$ cat config.mk
export PLATFORM = sky130hd
export DESIGN_NAME = rx_ring_fifo_line_reader_top
export DESIGN_NICKNAME = d
export VERILOG_FILES = /design/src/hw/rtl/rrfl_pkg.sv /design/src/hw/rtl/rrfl_ram.sv /design/src/hw/rtl/rrfl_ctrl.sv /design/src/hw/rtl/rrfl_dp.sv /design/src/hw/rtl/rx_ring_fifo_line_reader_top.sv
export SDC_FILE = /design/constraint.sdc
export NUM_CORES = 1
export LEC_CHECK = 0
export BUFFER_PORTS_ARGS = -buffer_cell sky130_fd_sc_hd__buf_4
export CAP_MARGIN = 20
export CORE_ASPECT_RATIO = 1.1
export CORE_MARGIN = 5
export CORE_UTILIZATION = 55
export DETAILED_ROUTE_END_ITERATION = 10
export PLACE_DENSITY = 0.71
export SKIP_CTS_REPAIR_TIMING = 1
export SYNTH_ARGS = -nofsm -noshare
export SYNTH_HDL_FRONTEND = slang
export SYNTH_HIERARCHICAL = 1
export SYNTH_SLANG_ARGS = --single-unit
$ cat constraint.sdc
create_clock -name clk -period 5.5 [get_ports clk]
set_input_delay 0.825 -clock clk [delete_from_list [all_inputs] [get_ports clk]]
set_output_delay 0.825 -clock clk [all_outputs]
set_load 0.05 [all_outputs]
$ cat src/hw/rtl/rrfl_pkg.sv
// Package for the receive ring FIFO line reader.
// Holds action codes, result kinds and the controller/datapath interface structs.
// No dependencies.
package rrfl_pkg;

  localparam int unsigned LEN_W  = 6;
  localparam int unsigned MLEN_W = 16;

  localparam logic [1:0] ACT_RX   = 2'd0;
  localparam logic [1:0] ACT_POP  = 2'd1;
  localparam logic [1:0] ACT_LINE = 2'd2;

  localparam logic [7:0] CH_LF  = 8'h0A;
  localparam logic [7:0] CH_CR  = 8'h0D;
  localparam logic [7:0] CH_NUL = 8'h00;

  typedef enum logic [1:0] {
    ST_IDLE,
    ST_EXEC,
    ST_POP,
    ST_LINE
  } state_t;

  typedef enum logic [2:0] {
    EK_PUSH,
    EK_POP,
    EK_CHAR,
    EK_TERM,
    EK_BLANK
  } emit_kind_t;

  typedef struct packed {
    logic       load;
    logic       push;
    logic       rd_issue;
    logic       count_inc;
    logic       emit;
    emit_kind_t kind;
  } ctrl_cmd_t;

  typedef struct packed {
    logic [1:0] act;
    logic       empty;
    logic       room;
    logic       eol;
    logic       count_zero;
    logic       out_free;
  } dp_sts_t;

endpackage

$ cat src/hw/rtl/rrfl_ram.sv
// Generic single-write, single-read RAM with registered read data.
// No dependencies.
module rrfl_ram #(
  parameter int unsigned WIDTH = 8,
  parameter int unsigned DEPTH = 64
) (
  input  logic                     clk,
  input  logic                     we,
  input  logic [$clog2(DEPTH)-1:0] waddr,
  input  logic [WIDTH-1:0]         wdata,
  input  logic                     re,
  input  logic [$clog2(DEPTH)-1:0] raddr,
  output logic [WIDTH-1:0]         rdata
);

  logic [WIDTH-1:0] mem [DEPTH];

  always_ff @(posedge clk) begin
    if (we) begin
      mem[waddr] <= wdata;
    end
    if (re) begin
      rdata <= mem[raddr];
    end
  end

endmodule

$ cat src/hw/rtl/rrfl_ctrl.sv
// Controller state machine for the receive ring FIFO line reader.
// Depends on rrfl_pkg; drives commands to rrfl_dp from its status.
module rrfl_ctrl
  import rrfl_pkg::*;
(
  input  logic      clk,
  input  logic      rst,
  input  logic      in_valid,
  output logic      in_ready,
  input  dp_sts_t   sts,
  output ctrl_cmd_t cmd
);

  state_t state, state_next;

  always_ff @(posedge clk) begin
    if (rst) begin
      state <= ST_IDLE;
    end else begin
      state <= state_next;
    end
  end

  always_comb begin
    state_next = state;
    cmd        = '0;
    cmd.kind   = EK_BLANK;
    in_ready   = 1'b0;
    unique case (state)
      ST_IDLE: begin
        in_ready = !rst;
        if (in_valid && !rst) begin
          cmd.load   = 1'b1;
          state_next = ST_EXEC;
        end
      end
      ST_EXEC: begin
        unique case (sts.act)
          ACT_RX: begin
            if (sts.out_free) begin
              cmd.push   = 1'b1;
              cmd.emit   = 1'b1;
              cmd.kind   = EK_PUSH;
              state_next = ST_IDLE;
            end
          end
          ACT_POP: begin
            if (!sts.empty) begin
              cmd.rd_issue = 1'b1;
              state_next   = ST_POP;
            end else if (sts.out_free) begin
              cmd.emit   = 1'b1;
              cmd.kind   = EK_BLANK;
              state_next = ST_IDLE;
            end
          end
          ACT_LINE: begin
            if (sts.room && !sts.empty) begin
              cmd.rd_issue = 1'b1;
              state_next   = ST_LINE;
            end else if (sts.out_free) begin
              cmd.emit   = 1'b1;
              cmd.kind   = EK_TERM;
              state_next = ST_IDLE;
            end
          end
          default: begin
            if (sts.out_free) begin
              cmd.emit   = 1'b1;
              cmd.kind   = EK_BLANK;
              state_next = ST_IDLE;
            end
          end
        endcase
      end
      ST_POP: begin
        if (sts.out_free) begin
          cmd.emit   = 1'b1;
          cmd.kind   = EK_POP;
          state_next = ST_IDLE;
        end
      end
      ST_LINE: begin
        if (sts.eol) begin
          if (sts.count_zero) begin
            state_next = ST_EXEC;
          end else if (sts.out_free) begin
            cmd.emit   = 1'b1;
            cmd.kind   = EK_TERM;
            state_next = ST_IDLE;
          end
        end else if (sts.out_free) begin
          cmd.emit      = 1'b1;
          cmd.kind      = EK_CHAR;
          cmd.count_inc = 1'b1;
          state_next    = ST_EXEC;
        end
      end
      default: begin
        state_next = ST_IDLE;
      end
    endcase
  end

endmodule

$ cat src/hw/rtl/rrfl_dp.sv
// Datapath for the receive ring FIFO line reader: indices, byte store,
// line counter and output register. Depends on rrfl_pkg and rrfl_ram.
module rrfl_dp
  import rrfl_pkg::*;
#(
  parameter int unsigned FIFO_DEPTH = 64
) (
  input  logic              clk,
  input  logic              rst,
  input  ctrl_cmd_t         cmd,
  output dp_sts_t           sts,
  input  logic [1:0]        in_act,
  input  logic [7:0]        in_byte,
  input  logic [MLEN_W-1:0] in_max_len,
  output logic              out_valid,
  input  logic              out_ready,
  output logic [7:0]        out_char,
  output logic              out_has_char,
  output logic              out_dropped,
  output logic [LEN_W-1:0]  out_len,
  output logic              out_last,
  output logic              out_not_empty
);

  localparam int unsigned AW = $clog2(FIFO_DEPTH);
  localparam logic [AW-1:0] IDX_LAST = AW'(FIFO_DEPTH - 1);

  logic [1:0]        act;
  logic [7:0]        rx_byte;
  logic [MLEN_W-1:0] limit;
  logic [AW-1:0]     wr_idx, rd_idx, wr_idx_next, rd_idx_next;
  logic [LEN_W-1:0]  count;
  logic [7:0]        rdata;
  logic              empty, full, out_free, wr_en;

  assign wr_idx_next = (wr_idx == IDX_LAST) ? '0 : wr_idx + 1'b1;
  assign rd_idx_next = (rd_idx == IDX_LAST) ? '0 : rd_idx + 1'b1;
  assign empty       = (wr_idx == rd_idx);
  assign full        = (wr_idx_next == rd_idx);
  assign out_free    = !out_valid || out_ready;
  assign wr_en       = cmd.push && !full;

  assign sts.act        = act;
  assign sts.empty      = empty;
  assign sts.room       = MLEN_W'(count) < limit;
  assign sts.eol        = (rdata == CH_LF) || (rdata == CH_CR);
  assign sts.count_zero = (count == '0);
  assign sts.out_free   = out_free;

  rrfl_ram #(
    .WIDTH(8),
    .DEPTH(FIFO_DEPTH)
  ) u_ram (
    .clk  (clk),
    .we   (wr_en),
    .waddr(wr_idx),
    .wdata(rx_byte),
    .re   (cmd.rd_issue),
    .raddr(rd_idx),
    .rdata(rdata)
  );

  always_ff @(posedge clk) begin
    if (cmd.load) begin
      act     <= in_act;
      rx_byte <= in_byte;
      limit   <= (in_max_len == '0) ? '0 : in_max_len - 1'b1;
    end
  end

  always_ff @(posedge clk) begin
    if (rst) begin
      wr_idx <= '0;
      rd_idx <= '0;
      count  <= '0;
    end else begin
      if (wr_en) begin
        wr_idx <= wr_idx_next;
      end
      if (cmd.rd_issue) begin
        rd_idx <= rd_idx_next;
      end
      if (cmd.load) begin
        count <= '0;
      end else if (cmd.count_inc) begin
        count <= count + 1'b1;
      end
    end
  end

  always_ff @(posedge clk) begin
    if (rst) begin
      out_valid <= 1'b0;
    end else if (cmd.emit) begin
      out_valid <= 1'b1;
    end else if (out_ready) begin
      out_valid <= 1'b0;
    end
  end

  always_ff @(posedge clk) begin
    if (cmd.emit) begin
      out_char      <= CH_NUL;
      out_has_char  <= 1'b0;
      out_dropped   <= 1'b0;
      out_len       <= '0;
      out_last      <= 1'b1;
      out_not_empty <= !empty;
      case (cmd.kind)
        EK_PUSH: begin
          out_dropped   <= full;
          out_not_empty <= 1'b1;
        end
        EK_POP: begin
          out_char     <= rdata;
          out_has_char <= 1'b1;
        end
        EK_CHAR: begin
          out_char     <= rdata;
          out_has_char <= 1'b1;
          out_last     <= 1'b0;
        end
        EK_TERM: begin
          out_len <= count;
        end
        default: begin
          out_last <= 1'b1;
        end
      endcase
    end
  end

`ifndef SYNTH
  a_emit_free: assert property (@(posedge clk) disable iff (rst)
    cmd.emit |-> out_free)
    else $error("result emitted while output register busy");
  a_read_nonempty: assert property (@(posedge clk) disable iff (rst)
    cmd.rd_issue |-> !empty)
    else $error("read issued on empty FIFO");
  a_count_bound: assert property (@(posedge clk) disable iff (rst)
    count <= LEN_W'(FIFO_DEPTH - 1))
    else $error("line count exceeds FIFO capacity");
  a_idx_range: assert property (@(posedge clk) disable iff (rst)
    (wr_idx <= IDX_LAST) && (rd_idx <= IDX_LAST))
    else $error("FIFO index out of range");
`endif

endmodule

$ cat src/hw/rtl/rx_ring_fifo_line_reader_top.sv
// Receive ring FIFO with line reader; depends on rrfl_pkg, rrfl_ctrl, rrfl_dp, rrfl_ram.
// A received byte, an empty pop or an undefined action is latched from the input beat, then
// its result is registered; a pop or line read that takes a byte issues the RAM read, then
// registers the RAM data. A new input beat is accepted only once the last result is
// registered; a line read walks the FIFO byte by byte, waiting while the output is full.
// Reset (rst, synchronous) empties the FIFO, clears the output valid flag, holds s_tready low.
module rx_ring_fifo_line_reader_top
  import rrfl_pkg::*;
#(
  parameter int unsigned FIFO_DEPTH = 64
) (
  input  logic        clk,
  input  logic        rst,
  input  logic        s_tvalid,
  output logic        s_tready,
  input  logic [23:0] s_tdata,   // rx_byte[7:0], max_len[23:8]
  input  logic [1:0]  s_tuser,   // action[1:0]
  output logic        m_tvalid,
  input  logic        m_tready,
  output logic [23:0] m_tdata,   // char_out[7:0], has_char[8], dropped[9],
                                 // line_length[15:10], not_empty[16], zero[23:17]
  output logic        m_tlast
);

  ctrl_cmd_t        cmd;
  dp_sts_t          sts;
  logic [7:0]       out_char;
  logic             out_has_char, out_dropped, out_not_empty;
  logic [LEN_W-1:0] out_len;

  rrfl_ctrl u_ctrl (
    .clk     (clk),
    .rst     (rst),
    .in_valid(s_tvalid),
    .in_ready(s_tready),
    .sts     (sts),
    .cmd     (cmd)
  );

  rrfl_dp #(
    .FIFO_DEPTH(FIFO_DEPTH)
  ) u_dp (
    .clk          (clk),
    .rst          (rst),
    .cmd          (cmd),
    .sts          (sts),
    .in_act       (s_tuser),
    .in_byte      (s_tdata[7:0]),
    .in_max_len   (s_tdata[23:8]),
    .out_valid    (m_tvalid),
    .out_ready    (m_tready),
    .out_char     (out_char),
    .out_has_char (out_has_char),
    .out_dropped  (out_dropped),
    .out_len      (out_len),
    .out_last     (m_tlast),
    .out_not_empty(out_not_empty)
  );

  assign m_tdata = {7'd0, out_not_empty, out_len, out_dropped, out_has_char, out_char};

endmodule

* Yosys cells after proc, flatten, opt, wreduce, memory -nomap -nowiden
Memory sizes are Yosys's and may differ from the RTL's. A register that Yosys moved wholly into a read port is not among the register bits.
Cells that the tools add are included.
** Storage, ports and cells
- Output and inout port bits :: 27
- Register bits :: 65
- Memories :: 1
- Bits in writable memories :: 512
- Logic and storage cells :: 93
** Operators by class
- Reductions and logical operators :: 18
- Multiplexer cells :: 39
- Eq/ne operators :: 16
- $add $sub $neg :: 4
- Magnitude comparators :: 1
** Memories
- u_dp.u_ram.mem :: words 64, width 8, read ports 1, clocked after Yosys merged registers in 1, wr ports 1, RTL line rrfl_ram.sv:16 : logic [WIDTH-1:0] mem [DEPTH];
** Operator list (count)
- $mux 4 :: 8
- $pmux 4 s3 :: 2
- $add 6x1->6 const B :: 3
- $eq 8x4->1 const B :: 2
- $logic_not 16->1 :: 1
- $lt 6x16->1 :: 1
- $mux 2 :: 8
- $sub 16x1->16 const B :: 1
- $mux 1 :: 15
- $eq 6x6->1 :: 2
- $eq 6x6->1 const B :: 2
- $mux 6 :: 2
- $pmux 2 s4 :: 1
- $eq 2x2->1 const B :: 3
- $eq 3x2->1 const B :: 2
- $logic_not 6->1 :: 1
- $mux 5 :: 1
- $eq 2x1->1 const B :: 2
- $logic_not 1->1 :: 4
- $logic_not 2->1 :: 2
- $pmux 2 s2 :: 1
- $reduce_or 2->1 :: 2
- $eq 3x1->1 const B :: 1
- $logic_and 1x1->1 :: 3
- 7 further kinds :: 8

* Longest topological paths before layout
Gate-level depths: netlist (run 1).
- Word-level depth :: 9
- Depth in mapped cells :: 13
- Depth with buffers taken out :: 13

* Hierarchy
Netlist (run 1), hierarchy kept.
** By module, submodules not included
- rrfl_ram :: seq. area each 15615.0 um2, cells each 940, times used 1, area an instance 20246.9 um2
- rrfl_dp :: seq. area each 1701.6 um2, cells each 315, times used 1, area an instance 3354.5 um2
- rrfl_ctrl :: seq. area each 40.0 um2, cells each 49, times used 1, area an instance 374.1 um2
- rx_ring_fifo_line_reader_top :: seq. area each 0.0 um2, cells each 11, times used 1, area an instance 78.8 um2

* Worst setup path after synthesis (run 1)
No wires, ideal clock.
- Kind :: flip-flop to flip-flop
- Start point :: reg u_dp.limit[1]
- End point :: reg u_dp.rd_idx[5]
- Setup time :: 0.070 ns
- Setup slack :: 1.391 ns
- Cell stages (with the launch flop) :: 13
- Arrival :: 4.039 ns
- Cells stage by stage :: edfxtp_1 -> inv_1 -> ha_1 -> a21o_1 -> a21o_1 -> a21oi_1 -> nor2b_1 -> o311ai_0 -> a21oi_1 -> nor4b_1 -> nand4_1 -> or3_1 -> a21oi_1
** RTL lines
- start, declared :: RTL line rrfl_dp.sv:30 : logic [MLEN_W-1:0] limit;
- start signal, assigned :: RTL line rrfl_dp.sv:67 : limit <= (in_max_len == '0) ? '0 : in_max_len - 1'b1;
- end signal, assigned :: RTL line rrfl_dp.sv:81 : rd_idx <= rd_idx_next;
- end, declared :: RTL line rrfl_dp.sv:31 : logic [AW-1:0] wr_idx, rd_idx, wr_idx_next, rd_idx_next;

* Final worst setup path (run 1)
- Start point :: reg u_dp.wr_idx[1]
- End point :: mem u_dp.u_ram.mem[15][1], enable pin
** Between the ends
- Cells in the longest elaborated chain, start to end :: 7
- Elaborated cells between the ends (all ways) :: 8
- Those cells by class :: 1 x add/sub; 2 x eq/ne; 3 x mux; 2 x reduce/logical
** RTL lines
- start, declared :: RTL line rrfl_dp.sv:31
- start signal, assigned :: RTL line rrfl_dp.sv:78 : wr_idx <= wr_idx_next;
- $add 6x1->6 / $eq 6x6->1 (equally long branches) :: RTL line rrfl_dp.sv:36 : assign wr_idx_next = (wr_idx == IDX_LAST) ? '0 : wr_idx + 1'b1;
- $mux 6 (*) :: RTL line rrfl_dp.sv:36
- $eq 6x6->1 (*) :: RTL line rrfl_dp.sv:39 : assign full = (wr_idx_next == rd_idx);
- $logic_not 1->1 (*) :: RTL line rrfl_dp.sv:41 : assign wr_en = cmd.push && !full;
- $logic_and 1x1->1 (*) :: RTL line rrfl_dp.sv:41
- named net u_dp.wr_en :: RTL line rrfl_dp.sv:34 : logic empty, full, out_free, wr_en;
- $mux 1 (*) :: RTL line rrfl_ram.sv:19 : if (we) begin
- $mux 1 (not written as such) (*) :: RTL line rrfl_ram.sv:20 : mem[waddr] <= wdata;
- end, declared :: RTL line rrfl_ram.sv:16
The timed path passes the listed nets; every way through them passes the cells marked *.

==> impl_metrics.ini, run 1 <==
[yosys]
synth_cell_types = 78
netlist_top_cells_area = edfxtp_1 (70%), mux4_2 (12%), nor2_1 (1.9%)
yosys.area.top_type_share_pct = 70.4
synth-edff-count = 564
synth-seq-area-share_pct = 72.2
synth_area_leader_cell = edfxtp_1
synthArstFlopShare_pct = 0
ys_warn_count = 6
syn_avg_cell_area_um2 = 18.3
syn_area_um2 = 24100
synth_ff_type = edfxtp_1
synth-seq-cells = 585
syn_inst = 1315

[power_and_ir_drop]
power_leakage_nw = 8.13
p_per_area_nw_per_um2 = 328
power_mw = 8.72
irDropWorstVdd_mv = 0.211

[routing]
wl_per_cell_um = 26.5
route.detailed.drc = 0
routed_wl_um = 52700
firstDrtPassIters = 5
drtIter0Drc = 1318
num_vias = 12471
viasPerCell = 6.27
antenna_left = 0

[floorplan]
die_h_um = 229
die_x_um = 209
num_rows = 80
fp.coreArea_um2 = 43300
start_util_pct = 55.5
io_pins = 57
dieArea_um2 = 48000

[clocking]
clkLatencyLatePin_ps = 590
clkTransAtPathRegs_ps = 70
cts_made_buffers = 54
tritoncts = yes
htree_levels = 2
clock-sinks = 585
ctsRootBufferMaster = clkbuf_16
cts_buffer_depth = 3

[worst_setup_path]
path_buf_inv = 0
cp-start-kind = register
slowest_stage = nor2_1
cp.required_ps = 5710
cp_top_family = simple AND/OR/NAND/NOR gates
arrival_ps = 4580
crit_fanout = 16
cp_cell_sequence = ha_1, a21oi_1, or4b_4, o221ai_2, nor4b_4, a21oi_2, nand4_1, nor2_1
slowest_delay_ps = 900
critPathCaptureType = register
crit_type = reg -> reg

[sta]
fin_tns_setup_ps = 0
holdWs_ps = 415
setup_viol = 0
max_slew_margin_pct = 32.0
final-hold-violation-count = 0
rsz0062_at_grt = no
fin_crit_ps = 4370
fmax_mhz = 229
fin_crit_sh_pct = 79.5
skew_ps = 18.7
timing.final.ws_setup_ps = 1130
worst_slew_pin_slew_ps = 1020
drv_slew = 0

[finish]
drive_gt1_share_pct = 22.5
num_antenna_cells = 0
fillerInstances = 2993
syn_to_final_growth_pct = 10.6
final_nets = 1418

[outcome]
status = complete, no violations

[placed_design]
hpwl_um = 32000
gp_congestion = 0.886
io_buffers = 49
dpl_worst_slack_ps = 1220

[grt]
grt_pass1_wl_um = 79800
antenna_found_initial = 0
grt_max_degree = 65
gr-total-overflow = 0
grt.total_usage_pct = 22.0
grt_pass1_vias = 12517

[hold_path]
worstHoldPathType = in -> reg

[job]
maxCapViolations = 0
path summary, 6_finish.rpt:
path                                           to  cells after the start                         from  slack (ps)
setup / recovery  u_dp/u_ram/mem[15][1]$_DFFE_PP_                      8  u_dp/wr_idx[1]$_SDFFE_PP0P_        1130
hold / removal          u_dp/rx_byte[2]$_DFFE_PP_                      1                   s_tdata[2]         420
setup reg to reg  u_dp/u_ram/mem[15][1]$_DFFE_PP_                      8  u_dp/wr_idx[1]$_SDFFE_PP0P_        1130
hold reg to reg        u_dp/count[5]$_SDFFE_PP0P_                      2   u_dp/count[5]$_SDFFE_PP0P_         550
cell families after synthesis:
logic type	after synthesis	share of synthesized area, %
flip-flops	585	72.2
AND/OR/NAND/NOR	306	6.50
multiplexers	170	13.7
AO/OA/AOI/OAI	119	3.63
buffers and inverters	94	2.27
XOR/XNOR	25	0.941
adder cells (fa/ha/maj)	15	0.780
other	1	0.0156
flip-flops by register name, indices dropped and copies added, names as in the netlist:
name and flops:
u_ctrl/state 2, u_dp/act 2, u_dp/count 6, u_dp/limit 16, u_dp/out_char 8, u_dp/out_dropped 1
u_dp/out_has_char 1, u_dp/out_last 1, u_dp/out_len 6, u_dp/out_not_empty 1, u_dp/out_valid 1, u_dp/rd_idx 6
u_dp/rx_byte 8, u_dp/u_ram/mem 512, u_dp/u_ram/rdata 8, u_dp/wr_idx 6
placed cells by master (no fill, tap or decap), types with 4 or more instances in the layout:
master,n
a211oi_1,5
a21oi_1,19
a221oi_1,7
and2_1,15
and3_1,4
buf_4,69
bufinv_16,5
clkbuf_1,8
clkbuf_16,55
clkinv_1,13
clkinv_2,12
conb_1,7
dfxtp_1,17
edfxtp_1,564
ha_1,15
inv_1,19
mux2_2,13
mux2i_1,29
mux4_2,126
nand2_1,44
nand2b_1,10
nand3_1,20
nand4_1,7
nor2_1,119
nor2b_1,22
nor3_1,14
nor4_1,12
o21a_1,7
o21ai_0,16
o21ai_1,4
o221ai_1,8
o22ai_1,8
or3_1,8
xnor2_1,12
xor2_1,12
metal layers:
| layer | global-route usage [%] | up-vias | part of all wire, % |
|---|---|---|---|
| li1 | - | 5388 | - |
| met1 | 30.7 | 6456 | 41 |
| met2 | 35.4 | 526 | 48 |
| met3 | 4.86 | 101 | 8.1 |
| met4 | 6.42 | 0 | 3.1 |
| met5 | 0 | - | 0 |
Yosys cell counts (3+ instances only):
cell and n:
buf_2 15, xnor2_1 12, inv_1 19, o221a_2 3
dfxtp_1 21, o21a_1 7, nand4_1 7, mux2_2 13
a21oi_1 19, nor2_1 119, a221oi_1 7, a22oi_1 3
a21o_1 3, a31oi_1 3, buf_1 4, or3_1 8
nor3b_1 3, edfxtp_1 564, and2_1 15, mux2i_1 29
o31ai_1 3, nand2b_1 10, nor3_1 14, and3_1 4
o21ai_1 4, o21ai_0 16, o221ai_1 8, buf_6 5
o311ai_1 3, a211oi_1 5, o2111ai_1 3, ha_1 15
o22ai_1 8, mux4_2 126, buf_4 28, clkbuf_1 21
o2bb2ai_1 3, nor4_1 12, nand3b_1 3, nand3_1 20
xor2_1 12, nand2_1 44, nor2b_1 22, a2111oi_0 3
power breakdown:
group / internal, mW / switching (mW)
clock network: 2.07 / 1.58
logic: 0.0499 / 0.137
registers: 4.88 / 0.00808
per-stage QoR:
stage / util, % / cells / area, um^2
after CTS: 61.3 / 1988 / 26600
after global routing: 61.4 / 1990 / 26600
after detailed placement: 57.4 / 1889 / 24900
final: 61.4 / 1990 / 26600
after floorplan: - / 1321 / 24100
after global placement: 57.4 / 1889 / 24900
cell type report:
cell class | count | area, um^2 | area share, %
timing repair buffer | 71 | 544 | 2.05
clock buffer | 63 | 1410 | 5.28
inverter | 19 | 71.3 | 0.268
multi-input combinational | 642 | 6190 | 23.2
clock inverter | 36 | 319 | 1.20
sequential | 585 | 17400 | 65.3
tap | 574 | 718 | 2.70
Note: power is estimated with default switching activity, not from simulation.
==> run 2, diff against run 1 <==
--- a/config.mk
+++ b/config.mk
@@ -5,6 +5,7 @@
 export SDC_FILE = /design/constraint.sdc
 export NUM_CORES = 1
 export LEC_CHECK = 0
+export ABC_AREA = 1
 export BUFFER_PORTS_ARGS = -buffer_cell sky130_fd_sc_hd__buf_4
 export CAP_MARGIN = 20
 export CORE_ASPECT_RATIO = 1.1
==> constraint.sdc (replaced) <==
create_clock -name clk -period 4.2 [get_ports clk]
set_input_delay 0.63 -clock clk [delete_from_list [all_inputs] [get_ports clk]]
set_output_delay 0.63 -clock clk [all_outputs]
set_load 0.05 [all_outputs]
==> run 2 against run 1 <==
Effect of this change: global-route usage up 2.0 points; critical path type unchanged; synthesized cell count is 72% higher; flip-flop and latch count did not move; first-iteration DRC count rose by 57%; via count up 37%; combinational power up 53%; clock skew up 4.8 ps; largest cell class unchanged; synthesized area is 4.8% higher; critical path depth grew 6; hold slack got worse by 240 ps; worst setup slack worse by 200 ps.
==> impl_metrics.ini, run 2 <==
[outcome]
status = complete, no violations

[clocking]
clkTransAtPathRegs_ps = 60
cts_buffer_depth = 3
clkLatencyLatePin_ps = 620
ctsRootBufferMaster = clkbuf_16
cts_made_buffers = 57
htree_levels = 2
tritoncts = yes
clock-sinks = 585

[placed_design]
hpwl_um = 36300
io_buffers = 49
gp_congestion = 0.920
placed_cell_area_um2 = 26200
dp.cells = 2875
dpl_worst_slack_ps = 981

[sta]
holdWs_ps = 178
worst_slew_pin_slew_ps = 1050
fin_crit_sh_pct = 78.0
fmax_mhz = 305
fin_tns_setup_ps = 0
skew_ps = 23.5
final-hold-violation-count = 0
setup_viol = 0
rsz0062_at_grt = no
drv_slew = 0
fin_crit_ps = 3280
timing.final.ws_setup_ps = 925
max_slew_margin_pct = 30.1

[finish]
num_antenna_cells = 0
largest_reg_flops = 512
reg.largest.list = u_dp/u_ram/mem (512), u_dp/limit (16)
final_common_cell = nand2_1
final_nets = 2393
fin_area_um2 = 28100
layout.cells.non_filler = 2984
final_cell_mix = nand2_1 (732), edfxtp_1 (564), nand3_1 (465)
drive_gt1_share_pct = 11.2
syn_to_final_growth_pct = 11.5
top_register = u_dp/u_ram/mem
utilization_pct = 61.9

[grt]
gr-total-overflow = 0
grt_pass1_wl_um = 93100
grt_pass1_vias = 16307
grt.total_usage_pct = 23.9
antenna_found_initial = 1
grt_max_degree = 129

[worst_setup_path]
crit_fanout = 15
critPathCaptureType = register
crit_type = reg -> reg
cp_cell_sequence = ha_1, inv_2, nor2_4, nand2_2, nand3_2, nand2_1, nand2_1, inv_1, nand3_4, nand2_4, inv_6, nand4_1, buf_4, nor2_1
cp.required_ps = 4450
reg2reg_depth = 14
cp-start-kind = register
slowest_delay_ps = 680
path_common_cell = nand2_1
r2r_start = u_dp/wr_idx[1]$_SDFFE_PP0P_
reg2reg_slack_ps = 920
arrival_ps = 3530
cp-endpoint = u_dp/u_ram/mem[28][3]$_DFFE_PP_
r2r-end = u_dp/u_ram/mem[28][3]$_DFFE_PP_
startpoint = u_dp/wr_idx[1]$_SDFFE_PP0P_
slowest_stage = dfxtp_1

[yosys]
synth_top_family_by_area = simple AND/OR/NAND/NOR gates
synth-simple-area-share_pct = 24.1
synth_common_cells = nand2_1 (732), edfxtp_1 (564), nand3_1 (465)
yosys.area.top_type_share_pct = 67.2
synth_xor_area_share_pct = 0.521
synth_compound_area_share_pct = 0.695
synth-seq-area-share_pct = 68.9
synth-edff-count = 564
synth-seq-cells = 585
synthArstFlopShare_pct = 0
synth_ff_type = edfxtp_1
synth_area_leader_cell = edfxtp_1
syn_area_um2 = 25200
syn_inst = 2268
synth_cell_types = 40
synthMuxAreaShare_pct = 0
ys_warn_count = 6
netlist_top_cells_area = edfxtp_1 (67%), nand2_1 (11%), nand3_1 (9.2%)
syn_avg_cell_area_um2 = 11.1
synth_most_common_cell = nand2_1
synth_fa_ha_area_share_pct = 0.745

[floorplan]
fp.coreArea_um2 = 45500
die_h_um = 235
dieArea_um2 = 50200
io_pins = 57
start_util_pct = 55.5
num_rows = 82
die_x_um = 214

[routing]
wl_per_cell_um = 20.5
antenna_left = 0
route.detailed.drc = 0
firstDrtPassIters = 6
routed_wl_um = 61100
num_vias = 17042
drtIter0Drc = 2074
viasPerCell = 5.71

[power_and_ir_drop]
pwr-share-clk_pct = 43.6
power_mw = 11.9
switching_share_pct = 19.9
internal-power_mw = 9.51
power_leakage_nw = 10.4
seq_power_share_pct = 54.0
combPwrFrac_pct = 2.4
p_per_area_nw_per_um2 = 422
irDropWorstVdd_mv = 0.314
p_switching_mw = 2.36

[job]
maxCapViolations = 0

[hold_path]
worstHoldPathType = in -> reg
==> run 2: cell types whose count changed after synthesis, moves of 15 or more <==
cell     delta
nand2_1   +688
nand3_1   +445
mux4_2    -126
inv_1      +62
buf_6      +32
mux2i_1    -29
buf_2      +23
nor2b_1    -22
and2_1     -15
==> run 2: worst min path at each step <==
stage	startpoint	cells past startpoint	end	slack (ps)
2_1_floorplan	u_dp/count[0]$_SDFFE_PP0P_	1	u_dp/count[0]$_SDFFE_PP0P_	480
3_3_place_gp	u_dp/count[0]$_SDFFE_PP0P_	1	u_dp/count[0]$_SDFFE_PP0P_	490
3_5_place_dp	u_dp/count[0]$_SDFFE_PP0P_	1	u_dp/count[0]$_SDFFE_PP0P_	500
4_1_cts	s_tdata[2]	1	u_dp/rx_byte[2]$_DFFE_PP_	150
5_1_grt	s_tdata[2]	1	u_dp/rx_byte[2]$_DFFE_PP_	170
6_report	s_tdata[2]	1	u_dp/rx_byte[2]$_DFFE_PP_	180
==> run 2: kinds of logic (layout without fill, tap and decap cells) <==
group,Yosys count,in the layout
AO/OA/AOI/OAI,32,32
AND/OR/NAND/NOR,1400,1400
adder cells (fa/ha/maj),15,15
flip-flops,585,585
buffers and inverters,220,342
other,1,7
XOR/XNOR,15,15
==> run 2: power by group through the flow <==
stage                     Clock (mW)  Combinational, mW  Sequential, mW
after floorplan                    0              0.127            6.57
after CTS                       5.26              0.281            6.41
after global placement             0              0.276            6.54
final                           5.18              0.286            6.41
after detailed placement           0              0.280            6.54
after global routing            5.49              0.308            6.41
==> run 2: worst max-delay path, delay by kind of cell, from the launching register on <==
family,cells,cell delay (ps)
adder cells (fa/ha/maj),1,390
buffers and inverters,4,530
flip-flops,1,680
AND/OR/NAND/NOR,9,1310
==> run 2: layout make-up <==
class | count | area (um^2)
multi-input combinational | 1469 | 6580
tap | 588 | 736
fill | 3532 | 17300
timing repair buffer | 144 | 1180
sequential | 585 | 17400
clock inverter | 38 | 427
inverter | 91 | 354
clock buffer | 69 | 1470
==> run 2: per-layer routing <==
metal	GRT usage [%]	up-vias	part of all wire (%)
li1	-	7970	-
met1	32.8	8215	41
met2	40.9	772	50
met3	3.34	85	7.9
met4	6.80	0	1.9
met5	0	-	0
==> run 3, diff against run 2 <==
--- a/config.mk
+++ b/config.mk
@@ -12,7 +12,7 @@
 export CORE_MARGIN = 5
 export CORE_UTILIZATION = 55
 export DETAILED_ROUTE_END_ITERATION = 10
-export PLACE_DENSITY = 0.71
+export PLACE_DENSITY = 0.74
 export SKIP_CTS_REPAIR_TIMING = 1
 export SYNTH_ARGS = -nofsm -noshare
 export SYNTH_HDL_FRONTEND = slang
==> constraint.sdc (replaced) <==
create_clock -name clk -period 3 [get_ports clk]
set_input_delay 0.45 -clock clk [delete_from_list [all_inputs] [get_ports clk]]
set_output_delay 0.45 -clock clk [all_outputs]
set_load 0.05 [all_outputs]
==> run 3 against run 2 <==
Effect of this change: non-clock buffer count grew 33; power grew 36%; critical path depth grew 1; wire length shrank 1.6%; largest cell class unchanged.
==> impl_metrics.ini, run 3 (same netlist as run 2, synthesis figures left out) <==
[finish]
syn_to_final_growth_pct = 12.1
num_antenna_cells = 0
final_cell_mix = nand2_1 (732), edfxtp_1 (564), nand3_1 (465)
final_nets = 2425
largest_reg_flops = 512
top_register = u_dp/u_ram/mem
layout.cells.non_filler = 3014
final_common_cell = nand2_1
reg.largest.list = u_dp/u_ram/mem (512), u_dp/limit (16)
drive_gt1_share_pct = 12.2

[grt]
antenna_found_initial = 1
grt_pass1_wl_um = 93000
grt.total_usage_pct = 23.6
grt_pass1_vias = 16806
grt_max_degree = 123
gr-total-overflow = 0

[clocking]
clock-sinks = 585
clkLatencyLatePin_ps = 610
htree_levels = 2
cts_made_buffers = 56
clkTransAtPathRegs_ps = 70
tritoncts = yes
cts_buffer_depth = 3
ctsRootBufferMaster = clkbuf_16

[sta]
rsz0062_at_grt = no
max_slew_margin_pct = 40.1
drv_slew = 0
final-hold-violation-count = 0
setup_viol = 0
fmax_mhz = 357
fin_crit_sh_pct = 93.4
fin_tns_setup_ps = 0
worst_slew_pin_slew_ps = 899
skew_ps = 17.8
fin_crit_ps = 2800

[placed_design]
gp_congestion = 0.952
hpwl_um = 36100
dp.cells = 2905
io_buffers = 49

[routing]
firstDrtPassIters = 6
viasPerCell = 5.72
routed_wl_um = 60100
route.detailed.drc = 0
wl_per_cell_um = 19.9
antenna_left = 0
drtIter0Drc = 1920
num_vias = 17253

[worst_setup_path]
cp.required_ps = 3320
arrival_ps = 3120
crit_fanout = 13
critPathCaptureType = register
cp-start-kind = register
crit_type = reg -> reg

[floorplan]
dieArea_um2 = 50200
start_util_pct = 55.5
fp.coreArea_um2 = 45500
io_pins = 57
die_x_um = 214
num_rows = 82
die_h_um = 235

[power_and_ir_drop]
irDropWorstVdd_mv = 0.431
p_per_area_nw_per_um2 = 571
power_leakage_nw = 10.5

[outcome]
status = complete, no violations

[job]
maxCapViolations = 0

[hold_path]
worstHoldPathType = in -> reg
run 3: per-stage QoR:
stage | power, mW | hold slack, ps | cell area [um^2] | setup WS, ps | utilization [%]
CTS | 16.2 | -9.92 | 28200 | 181 | 62.0
detailed placement | 9.53 | 513 | 26400 | 215 | 58.1
global placement | 9.52 | 498 | 26400 | 247 | 58.1
global route | 16.6 | 0.758 | 28200 | 3.58 | 62.1
finish | 16.1 | 20.3 | 28200 | 198 | 62.1
floorplan | 9.38 | 475 | 25200 | -210 | -
run 3: worst paths after layout:
check	startpoint	endpoint	slack [ps]	cells past startpoint
setup reg to reg	u_dp/wr_idx[0]$_SDFFE_PP0P_	u_dp/u_ram/mem[22][4]$_DFFE_PP_	200	15
hold / removal	s_tdata[7]	u_dp/rx_byte[7]$_DFFE_PP_	20	1
setup / recovery	u_dp/wr_idx[0]$_SDFFE_PP0P_	u_dp/u_ram/mem[22][4]$_DFFE_PP_	200	15
hold reg to reg	u_dp/count[0]$_SDFFE_PP0P_	u_dp/count[0]$_SDFFE_PP0P_	530	1
run 3: critical path, stage by stage (launching register included):
cell and delay (ps):
dfxtp_1 340, ha_1 260, inv_2 70, nor2_4 120
nand2_2 80, nand2_1 90, nand2_1 60, nand2_2 80
nor2_4 40, nand3_4 100, nand2_4 100, inv_6 130
nand4_1 380, buf_4 310, nor2_1 140, buf_4 200
run 3: layout make-up:
cell class / instances / area (um^2)
Sequential cell: 585 / 17400
Fill cell: 3454 / 17200
Multi-Input combinational cell: 1469 / 6580
Clock buffer: 71 / 1480
Timing Repair Buffer: 177 / 1450
Tap cell: 588 / 736
Inverter: 91 / 353
Clock inverter: 33 / 278
run 3: routing by layer:
layer | up-vias | global-route usage (%) | routed length [um]
met2 | 775 | 39.0 | 29100
li1 | 8037 | - | -
met3 | 133 | 4.19 | 4760
met4 | 0 | 9.16 | 2100
met1 | 8308 | 31.7 | 24200
met5 | - | 0 | 0
run 3: power by group:
part / switching, mW / total [mW] / leakage (nW) / internal [mW]
logic: 0.297 / 0.400 / 4.43 / 0.102
clock network: 2.94 / 6.78 / 0.854 / 3.83
registers: 0.0125 / 8.96 / 5.25 / 8.95
